File: config.mk
export PLATFORM = sky130hd
export DESIGN_NAME = battery_power_switch_controller
export DESIGN_NICKNAME = d
export VERILOG_FILES = /design/src/rtl/core/bpsc_pkg.sv /design/src/rtl/core/battery_power_switch_controller.sv
export SDC_FILE = /design/constraint.sdc
export NUM_CORES = 1
export LEC_CHECK = 0
export ABC_AREA = 1
export ABC_CLOCK_PERIOD_IN_PS = 4050
export BUFFER_PORTS_ARGS = -buffer_cell sky130_fd_sc_hd__buf_2
export CORE_MARGIN = 4
export CORE_UTILIZATION = 36
export DETAILED_ROUTE_END_ITERATION = 16
export GPL_ROUTABILITY_DRIVEN = 0
export PLACE_DENSITY_LB_ADDON = 0.1
export SLEW_MARGIN = 20
export SYNTH_ARGS = -nofsm -noshare
export SYNTH_HDL_FRONTEND = slang
export SYNTH_SLANG_ARGS = --single-unit
File: constraint.sdc
create_clock -name clk -period 4.05 [get_ports clk]
set_input_delay 0.2025 -clock clk [delete_from_list [all_inputs] [get_ports clk]]
set_output_delay 0.2025 -clock clk [all_outputs]
set_load 0.1 [all_outputs]
File: src/rtl/core/bpsc_pkg.sv
`timescale 1ns / 1ps
// ----------------------------------------------------------------------------
// bpsc_pkg: shared constants for the battery power switch controller
// Field widths, timing windows, register indexes, reset limits, level codes.
// ----------------------------------------------------------------------------
package bpsc_pkg;

  localparam int TIME_BITS_DEF = 32;
  localparam int NOW_W         = 32;
  localparam int SUM_W         = 14;
  localparam int LVL_W         = 3;
  localparam int CFG_IDX_W     = 3;

  // timing windows in ms (strictly greater than triggers)
  localparam logic [31:0] DEBOUNCE_MS = 32'd50;
  localparam logic [31:0] HOLD_MS     = 32'd3000;
  localparam logic [31:0] CHECK_MS    = 32'd2000;
  localparam logic [31:0] IDLE_MS     = 32'd30000;

  // configuration register indexes
  localparam logic [CFG_IDX_W-1:0] REG_CUTOFF_MAX = 3'd0;
  localparam logic [CFG_IDX_W-1:0] REG_WARN_MAX   = 3'd1;
  localparam logic [CFG_IDX_W-1:0] REG_LEVEL1_MIN = 3'd2;
  localparam logic [CFG_IDX_W-1:0] REG_LEVEL2_MIN = 3'd3;
  localparam logic [CFG_IDX_W-1:0] REG_LEVEL4_MIN = 3'd4;
  localparam logic [CFG_IDX_W-1:0] REG_LEVEL5_MIN = 3'd5;
  localparam logic [CFG_IDX_W-1:0] REG_LEVEL6_MIN = 3'd6;

  // reset limits (raw sample sums)
  localparam logic [SUM_W-1:0] CUTOFF_MAX_RST = 14'd4882;
  localparam logic [SUM_W-1:0] WARN_MAX_RST   = 14'd5340;
  localparam logic [SUM_W-1:0] LEVEL1_MIN_RST = 14'd6867;
  localparam logic [SUM_W-1:0] LEVEL2_MIN_RST = 14'd6104;
  localparam logic [SUM_W-1:0] LEVEL4_MIN_RST = 14'd4731;
  localparam logic [SUM_W-1:0] LEVEL5_MIN_RST = 14'd4578;
  localparam logic [SUM_W-1:0] LEVEL6_MIN_RST = 14'd4425;

  // battery level codes
  localparam logic [LVL_W-1:0] LVL_NONE = 3'd0;
  localparam logic [LVL_W-1:0] LVL_1    = 3'd1;
  localparam logic [LVL_W-1:0] LVL_2    = 3'd2;
  localparam logic [LVL_W-1:0] LVL_3    = 3'd3;
  localparam logic [LVL_W-1:0] LVL_4    = 3'd4;
  localparam logic [LVL_W-1:0] LVL_5    = 3'd5;
  localparam logic [LVL_W-1:0] LVL_6    = 3'd6;
  localparam logic [LVL_W-1:0] LVL_7    = 3'd7;

endpackage

File: src/rtl/core/battery_power_switch_controller.sv
`timescale 1ns / 1ps
// ----------------------------------------------------------------------------
// battery_power_switch_controller
// Button debounce, power on/off, low battery and host idle shutdown, red LED
// and battery level code, one control-loop pass per input beat.
// ----------------------------------------------------------------------------
// One input beat is one pass of the control loop and yields exactly one
// result beat, one beat per cycle unless the result side stalls. The beat
// lands in an input register, then one pass of compare logic updates the
// controller state, which is the result register itself. The input register
// also lets one beat be taken while a result is still stalled. Timestamps are
// TIME_BITS wide internally and compared modulo 2^TIME_BITS. Write threshold
// registers via cfg_* only while the block is idle; the block does not check.
module battery_power_switch_controller
  import bpsc_pkg::*;
#(
  parameter int TIME_BITS = TIME_BITS_DEF
) (
  input  logic                 clk,
  input  logic                 rst_n,
  // input channel
  input  logic                 in_valid,
  output logic                 in_ready,
  input  logic [NOW_W-1:0]     in_now_ms,
  input  logic [SUM_W-1:0]     in_sample_sum,
  input  logic                 in_button_level,
  input  logic                 in_host_idle,
  // result channel
  output logic                 out_valid,
  input  logic                 out_ready,
  output logic                 out_power_out,
  output logic                 out_green_led,
  output logic                 out_red_led,
  output logic [LVL_W-1:0]     out_level_code,
  output logic                 out_host_echo,
  // configuration
  input  logic                 cfg_we,
  input  logic [CFG_IDX_W-1:0] cfg_index,
  input  logic [SUM_W-1:0]     cfg_wdata
);

  typedef logic [TIME_BITS-1:0] time_t;

  localparam time_t DEBOUNCE_T = TIME_BITS'(DEBOUNCE_MS);
  localparam time_t HOLD_T     = TIME_BITS'(HOLD_MS);
  localparam time_t CHECK_T    = TIME_BITS'(CHECK_MS);
  localparam time_t IDLE_T     = TIME_BITS'(IDLE_MS);
  localparam time_t ZERO_T     = '0;

  // configuration registers
  logic [SUM_W-1:0] cutoff_max_r, warn_max_r, level1_min_r, level2_min_r;
  logic [SUM_W-1:0] level4_min_r, level5_min_r, level6_min_r;

  always_ff @(posedge clk) begin
    if (!rst_n) begin
      cutoff_max_r <= CUTOFF_MAX_RST;
      warn_max_r   <= WARN_MAX_RST;
      level1_min_r <= LEVEL1_MIN_RST;
      level2_min_r <= LEVEL2_MIN_RST;
      level4_min_r <= LEVEL4_MIN_RST;
      level5_min_r <= LEVEL5_MIN_RST;
      level6_min_r <= LEVEL6_MIN_RST;
    end else if (cfg_we) begin
      unique case (cfg_index)
        REG_CUTOFF_MAX: cutoff_max_r <= cfg_wdata;
        REG_WARN_MAX:   warn_max_r   <= cfg_wdata;
        REG_LEVEL1_MIN: level1_min_r <= cfg_wdata;
        REG_LEVEL2_MIN: level2_min_r <= cfg_wdata;
        REG_LEVEL4_MIN: level4_min_r <= cfg_wdata;
        REG_LEVEL5_MIN: level5_min_r <= cfg_wdata;
        REG_LEVEL6_MIN: level6_min_r <= cfg_wdata;
        default: ;
      endcase
    end
  end

  // handshake: input register in front, state acts as result register
  logic             in_valid_r, out_valid_r;
  time_t            in_now_r;
  logic [SUM_W-1:0] in_sum_r;
  logic             in_btn_r, in_idle_r;
  logic             advance, upd;

  assign advance  = !out_valid_r || out_ready;
  assign in_ready = !in_valid_r || advance;
  assign upd      = advance && in_valid_r;

  always_ff @(posedge clk) begin
    if (!rst_n) begin
      in_valid_r  <= 1'b0;
      out_valid_r <= 1'b0;
    end else begin
      if (in_ready) begin
        in_valid_r <= in_valid;
      end
      if (advance) begin
        out_valid_r <= in_valid_r;
      end
    end
  end

  always_ff @(posedge clk) begin
    if (in_ready && in_valid) begin
      in_now_r  <= TIME_BITS'(in_now_ms);
      in_sum_r  <= in_sample_sum;
      in_btn_r  <= in_button_level;
      in_idle_r <= in_host_idle;
    end
  end

  // controller state
  logic             power_on_r, warn_enable_r, red_state_r, press_pending_r;
  logic             prev_button_r, host_echo_r;
  time_t            last_edge_r, hold_start_r, last_check_r, idle_start_r;
  logic [LVL_W-1:0] level_r;

  logic             power_on_nxt, warn_enable_nxt, red_state_nxt, press_pending_nxt;
  logic             prev_button_nxt, host_echo_nxt;
  time_t            last_edge_nxt, hold_start_nxt, last_check_nxt, idle_start_nxt;
  logic [LVL_W-1:0] level_nxt;

  logic low;
  assign low = in_sum_r <= cutoff_max_r;

  function automatic logic [LVL_W-1:0] level_of(input logic [SUM_W-1:0] sum,
                                                input logic [SUM_W-1:0] l1,
                                                input logic [SUM_W-1:0] l2,
                                                input logic [SUM_W-1:0] wmax,
                                                input logic [SUM_W-1:0] l4,
                                                input logic [SUM_W-1:0] l5,
                                                input logic [SUM_W-1:0] l6);
    logic [LVL_W-1:0] code;
    priority if (sum >= l1)  code = LVL_1;
    else if (sum >= l2)      code = LVL_2;
    else if (sum > wmax)     code = LVL_3;
    else if (sum >= l4)      code = LVL_4;
    else if (sum >= l5)      code = LVL_5;
    else if (sum >= l6)      code = LVL_6;
    else                     code = LVL_7;
    return code;
  endfunction

  always_comb begin
    power_on_nxt      = power_on_r;
    warn_enable_nxt   = warn_enable_r;
    red_state_nxt     = red_state_r;
    press_pending_nxt = press_pending_r;
    prev_button_nxt   = in_btn_r;
    host_echo_nxt     = host_echo_r;
    last_edge_nxt     = last_edge_r;
    hold_start_nxt    = hold_start_r;
    last_check_nxt    = last_check_r;
    idle_start_nxt    = idle_start_r;
    level_nxt         = level_r;

    // debounce rising edges
    if (in_btn_r && !prev_button_r) begin
      if ((in_now_r - last_edge_r) > DEBOUNCE_T) begin
        press_pending_nxt = 1'b1;
      end
      last_edge_nxt = in_now_r;
    end
    if (!in_btn_r) begin
      hold_start_nxt = ZERO_T;
    end

    // press handling; zero hold start means not started
    if (!power_on_r && press_pending_nxt) begin
      press_pending_nxt = 1'b0;
      if (!low) begin
        power_on_nxt    = 1'b1;
        red_state_nxt   = 1'b0;
        warn_enable_nxt = 1'b1;
      end else begin
        warn_enable_nxt = !warn_enable_r;
      end
    end else if (power_on_r && press_pending_nxt) begin
      if (hold_start_nxt != ZERO_T && (in_now_r - hold_start_nxt) > HOLD_T) begin
        press_pending_nxt = 1'b0;
        power_on_nxt      = 1'b0;
        warn_enable_nxt   = 1'b0;
      end else if (hold_start_nxt == ZERO_T) begin
        hold_start_nxt = in_now_r;
      end
    end

    // periodic update
    if ((in_now_r - last_check_r) > CHECK_T) begin
      if (low && power_on_nxt) begin
        power_on_nxt    = 1'b0;
        warn_enable_nxt = 1'b1;
      end
      if (power_on_nxt && in_idle_r) begin
        if (idle_start_r == ZERO_T) begin
          idle_start_nxt = in_now_r;
        end else if ((in_now_r - idle_start_r) > IDLE_T) begin
          power_on_nxt    = 1'b0;
          warn_enable_nxt = 1'b1;
        end
      end else begin
        idle_start_nxt = ZERO_T;
      end
      if (warn_enable_nxt && low) begin
        red_state_nxt = !red_state_nxt;
      end else if (warn_enable_nxt && in_sum_r <= warn_max_r) begin
        red_state_nxt = 1'b1;
      end else begin
        red_state_nxt = 1'b0;
      end
      level_nxt      = level_of(in_sum_r, level1_min_r, level2_min_r, warn_max_r,
                                level4_min_r, level5_min_r, level6_min_r);
      host_echo_nxt  = in_idle_r;
      last_check_nxt = in_now_r;
    end
  end

  always_ff @(posedge clk) begin
    if (!rst_n) begin
      power_on_r      <= 1'b0;
      warn_enable_r   <= 1'b0;
      red_state_r     <= 1'b0;
      press_pending_r <= 1'b0;
      prev_button_r   <= 1'b0;
      host_echo_r     <= 1'b0;
      last_edge_r     <= ZERO_T;
      hold_start_r    <= ZERO_T;
      last_check_r    <= ZERO_T;
      idle_start_r    <= ZERO_T;
      level_r         <= LVL_NONE;
    end else if (upd) begin
      power_on_r      <= power_on_nxt;
      warn_enable_r   <= warn_enable_nxt;
      red_state_r     <= red_state_nxt;
      press_pending_r <= press_pending_nxt;
      prev_button_r   <= prev_button_nxt;
      host_echo_r     <= host_echo_nxt;
      last_edge_r     <= last_edge_nxt;
      hold_start_r    <= hold_start_nxt;
      last_check_r    <= last_check_nxt;
      idle_start_r    <= idle_start_nxt;
      level_r         <= level_nxt;
    end
  end

  assign out_valid      = out_valid_r;
  assign out_power_out  = power_on_r;
  assign out_green_led  = power_on_r;
  assign out_red_led    = red_state_r;
  assign out_level_code = level_r;
  assign out_host_echo  = host_echo_r;

  // once a level is reported it never returns to the no-update code
  a_level_sticky: assert property (@(posedge clk) disable iff (!rst_n)
    level_r != LVL_NONE |=> level_r != LVL_NONE)
    else $error("level code returned to none");

  // power comes up only together with warning enable
  a_power_on_warn: assert property (@(posedge clk) disable iff (!rst_n)
    $rose(power_on_r) |-> warn_enable_r)
    else $error("power on without warning enable");

  // a held input beat is not dropped while the result side stalls
  a_in_hold: assert property (@(posedge clk) disable iff (!rst_n)
    in_valid_r && !advance |=> in_valid_r && $stable(in_now_r))
    else $error("input beat lost under stall");

endmodule

# Yosys cells after proc, flatten, opt, wreduce, memory -nomap -nowiden
# Index checks and enable logic that the tools add are counted.
# totals
word_cells	122
reg_bits	285
input_bits	70
out_inout_bits	9
# classes
n_reduce_logical	32
order_cmp	12
n_eq_ne	7
muxes	43
addsub	4
# ops
cell	n
32-bit two-way mux	7
32-bit subtractor	4
14-bit >= comparator	5
32-bit logical NOT	2
32-bit by 11-bit > comparator with 1-bit output (second input constant)	1
32-bit by 12-bit > comparator with 1-bit output (second input constant)	1
32-bit by 15-bit > comparator with 1-bit output (second input constant)	1
32-bit by 6-bit > comparator with 1-bit output (second input constant)	1
32-bit nonzero test	1
1-bit two-way mux	31
14-bit less-or-equal comparator	2
2-bit AND reduction	9
14-bit > comparator	1
1-bit logical AND	10
3-bit equality test (second input constant)	3
3-bit two-way mux	3
3-bit by 2-bit equality test with 1-bit output (second input constant)	2
1-bit logical NOT	6
2-bit two-way mux	2
3-bit by 1-bit equality test with 1-bit output (second input constant)	1
3-bit logical NOT	1
3-bit AND reduction	1
1-bit logical OR	2
2-bit by 1-bit inequality test with 1-bit output (second input constant)	1

# Longest topological paths before layout
# depth
ltp_word	17
mapped_depth	31
ltp_nobuf	28

# Worst setup path after synthesis
# OpenSTA, ideal clock, no wires.
# synth_path
path_type	register to register
start	register in_btn_r
end	register idle_start_r[30]
t_arrival_ns	3.495
required_time_ns	3.937
path_stages_with_launch	31
setup_time_ns	0.113
setup_slack_ns	0.442
path_buffers	3
synth_period_minus_slack_ns	3.608
cell_sequence	edfxtp_1 clkbuf_1 clkbuf_1 nand2_1 inv_1 ha_1 inv_1 fa_1 nand3_1 nand3_1 nand2_1 nand2_1 nand2_1 nand2_1 nand2_1 nand2_1 nor2_1 nand2_1 nor2_1 nand3_1 nor2_1 nand3_1 nand2_1 o21bai_2 nand2_2 nand2_2 o21ai_4 buf_6 nand2_1 nand2_1 nor2_1
# synth_between
elab_chain_len	13
elab_cells_between_ends	19
classes_between	add/sub: 1; order compare: 1; eq/ne: 1; mux: 8; reduce/logical: 8
# synth_rtl
item	line_no	source
start: declaration	battery_power_switch_controller.sv:81	logic in_btn_r, in_idle_r;
start signal: assignment	battery_power_switch_controller.sv:106	in_btn_r <= in_button_level;
32-bit two-way mux	battery_power_switch_controller.sv:163	if (!in_btn_r) begin
32-bit subtractor	battery_power_switch_controller.sv:178	if (hold_start_nxt != ZERO_T && (in_now_r - hold_start_nxt) > HOLD_T) begin
32-bit by 12-bit > comparator with 1-bit output	battery_power_switch_controller.sv:178	
1-bit logical AND	battery_power_switch_controller.sv:178	
1-bit two-way mux	battery_power_switch_controller.sv:178	
1-bit two-way mux	battery_power_switch_controller.sv:177	end else if (power_on_r && press_pending_nxt) begin
1-bit two-way mux (*)	battery_power_switch_controller.sv:168	if (!power_on_r && press_pending_nxt) begin
1-bit logical AND	battery_power_switch_controller.sv:189	if (low && power_on_nxt) begin
1-bit two-way mux (*)	battery_power_switch_controller.sv:189	
1-bit two-way mux (*)	battery_power_switch_controller.sv:188	if ((in_now_r - last_check_r) > CHECK_T) begin
1-bit logical AND (*)	battery_power_switch_controller.sv:193	if (power_on_nxt && in_idle_r) begin
2-bit by 1-bit inequality test with 1-bit output (no source line)	--	
3-bit AND reduction (no source line)	--	
end signal: assignment	battery_power_switch_controller.sv:240	idle_start_r <= idle_start_nxt;
end: declaration	battery_power_switch_controller.sv:114	time_t last_edge_r, hold_start_r, last_check_r, idle_start_r;
# Every way passes the cells marked *; elsewhere a longest branch is shown, timed or not. The select of a mux whose other input is x is not followed.
# A chain may end at the register's enable or synchronous reset.

# Worst setup path after layout
# layout_path
start	register in_btn_r
end	register idle_start_r[16]
# Same word-level chain as after synthesis.

==> reports/summary.txt <==
Status: complete, no violations
MaxCap Viol Count: 0
Clock-pin slew on the worst setup and hold paths: 0.06 ns
Slew Viols, Final: 0
Starting Density: 36.6%
Critical Path Source Type: flop
Top-area cell type share of the netlist area: 21.8%
Clock sink count: 285
P per Cell Area: 349 nW/um^2
Htree depth: 2
Vias in the first global route: 20900
Worst path slowest cell: edfxtp_1
Number of vias per cell: 5.11
Clock Path Buffers: 3
DR iter-0 viols: 1701
Core Rows: 89
Vias: 22300
Critical setup path kind: flop to flop
Clock skew: 0.0273 ns
Layout area overhead: 20.1%
P_leak: 12.6 nW
Ys Warns: 0
Relative slew slack: 31.5%
Initial antenna violation count: 3
Area used by multi-input combinational logic: 13600 sq um
Die width: 254 microns
Port bufs: 78
Post-synth ARST share: 0%
Fmax: 0.258 GHz
Drt drc: 0
Worst EP arrival: 4.32 ns
Tcrit/Tclk final: 95.7%
Max incr delay on CP: 0.39 ns
CTS tree: built
Critical-path maximum fanout: 14
Fillers: 6126
CP endpoint kind: flop
Gr ovfl total: 0
CTS Buf Count: 38
Post-synth EDFFs: 48
Min Tclk post-route: 3.88 ns
Worst-Skew Late Latency: 0.57 ns
WL per Instance: 17.6 microns
Die area: 64300 sq um
Setup violators final: 0
Final Util: 44.0%
CP most frequent cell: nand2_1
Remaining antenna violation count: 0
Die Ht: 254 microns
Drt pass-1 iters: 6
Mapped Area: 21700 sq um
Syn_area_per_cell: 6.47 sq um
Root Driver: clkbuf_16
Final WL: 76800 microns
Syn nets: 3655
Post-layout power: 9.09 mW
Total GRT Usage: 23.0%
Peak supply drop: 333 uV
Cells after synthesis: 3358
Register area: 6190 sq um
Dpl hpwl: 57200 microns
Leading area contributor after synthesis: dfxtp_1
First-pass GRT wire length: 117000 microns
Yosys cell types: 55
Most frequent cells in the layout: nand2_1 (860), inv_1 (537), a21oi_1 (341), nor2_1 (313), dfxtp_1 (237)
Slew @ Worst Pin: 1.03 ns
Largest net degree at the start of global routing: 192
Share of post-route cells with drive strength above 1: 9.96%
Synth area leaders: dfxtp_1 (22%), nand2_1 (15%), ha_1 (13%)
Min-delay worst type: input port to flop
Fin nets: 3852
Core box area: 59400 sq um
Synthesis-stage register bit count: 285
CP required: 4.49 ns
Final Hold Viols: 0
Sequential area share after synthesis: 28.5%
Ys flop type: dfxtp_1
Commonest non-fill, non-tap cell in the layout: nand2_1
Io pins: 79
[cell usage after synthesis, types with 48 or more instances]
cell type and n:
nand4_1 64, a21oi_1 353, o21ai_0 210, inv_1 538, o211ai_1 54, nor2_1 329, dfxtp_1 237, clkbuf_1 62
ha_1 223, nand3_1 145, nand2_1 883, edfxtp_1 48
[layout make-up]
class                      count  share of cell area, %
sequential                   285                   23.7
clock buffer                  55                   4.32
inverter                     543                   7.81
multi-input combinational   2451                   52.1
clock inverter                14                  0.758
timing repair buffer         236                   7.61
antenna                        1                0.00959
tap                          773                   3.71
[sequential cells by signal, summed over array words and instances (netlist names), 3 cells and up]
| register | cells |
|---|---|
| warn_max_r | 14 |
| in_sum_r | 14 |
| level2_min_r | 14 |
| cutoff_max_r | 14 |
| in_now_r | 32 |
| level6_min_r | 14 |
| level4_min_r | 14 |
| last_edge_r | 32 |
| last_check_r | 32 |
| idle_start_r | 32 |
| level5_min_r | 14 |
| hold_start_r | 32 |
| level1_min_r | 14 |
| out_level_code | 3 |
[worst paths after layout]
path	start	end	slack (ns)	cells after the start
worst max-delay path	in_btn_r$_DFFE_PP_	idle_start_r[16]$_SDFFE_PN0P_	0.17	25
worst min-delay path	cfg_wdata[5]	level5_min_r[5]$_SDFFE_PN1P_	0.03	3
worst max register to register	in_btn_r$_DFFE_PP_	idle_start_r[16]$_SDFFE_PN0P_	0.17	25
worst min register to register	last_edge_r[13]$_SDFFE_PN0P_	last_edge_r[13]$_SDFFE_PN0P_	0.46	2
[per-stage QoR]
stage	worst slack [ns]	hold WS (ns)	cell area, sq um	TNS, ns	std cells
after CTS	0.0378	0.00131	25300	0	4327
after global routing	-0.0308	0.0323	26100	-0.233	4358
final	0.173	0.0292	26100	0	4358
after floorplan	0.442	0.301	21700	0	3358
after global placement	0.0651	0.379	23500	0	4206
after detailed placement	-0.0506	0.381	23500	-0.350	4206
[power breakdown]
part / leakage [nW] / total, mW / switching, mW / internal [mW]
sequential: 2.40 / 3.12 / 0.0948 / 3.02
combinational: 9.52 / 2.40 / 1.54 / 0.863
clock: 0.647 / 3.58 / 1.38 / 2.20
[critical path, delay by kind of cell (launching register included)]
kind                     cells  cell delay, ns
AO/OA/AOI/OAI                5            0.90
adder cells (fa/ha/maj)      1            0.33
flip-flops                   1            0.39
buffers and inverters        5            0.76
AND/OR/NAND/NOR             14            1.35
[cell families after synthesis]
logic type / Yosys count / share of synthesized area [%]
adder cells (fa/ha/maj): 227 / 13.2
flip-flops: 285 / 28.5
AND/OR/NAND/NOR: 1509 / 28.7
buffers and inverters: 623 / 11.0
AO/OA/AOI/OAI: 677 / 17.1
XOR/XNOR: 37 / 1.49
[routing by layer]
metal  vias up  routed length [microns]  global-route usage (%)  part of all wire (%)
met4         0                     1920                    6.08                   2.5
met5         -                        0                       0                     0
met1     10200                    36900                    32.7                    48
met3       109                     3940                    2.78                   5.1
met2       549                    34000                    37.0                    44
li1      11400                        -                       -                     -
[timing repair]
item / in CTS / in global routing
hold buffers: 52 / 0
hold endpoints to repair: 53 / 0
buffers inserted: 0 / 24
resized for setup: 1 / 108
endpoints found under the setup margin: 25 / 91
gates cloned: 0 / 6
pin swaps: 0 / 16
Power figures use the tool's default switching activity.
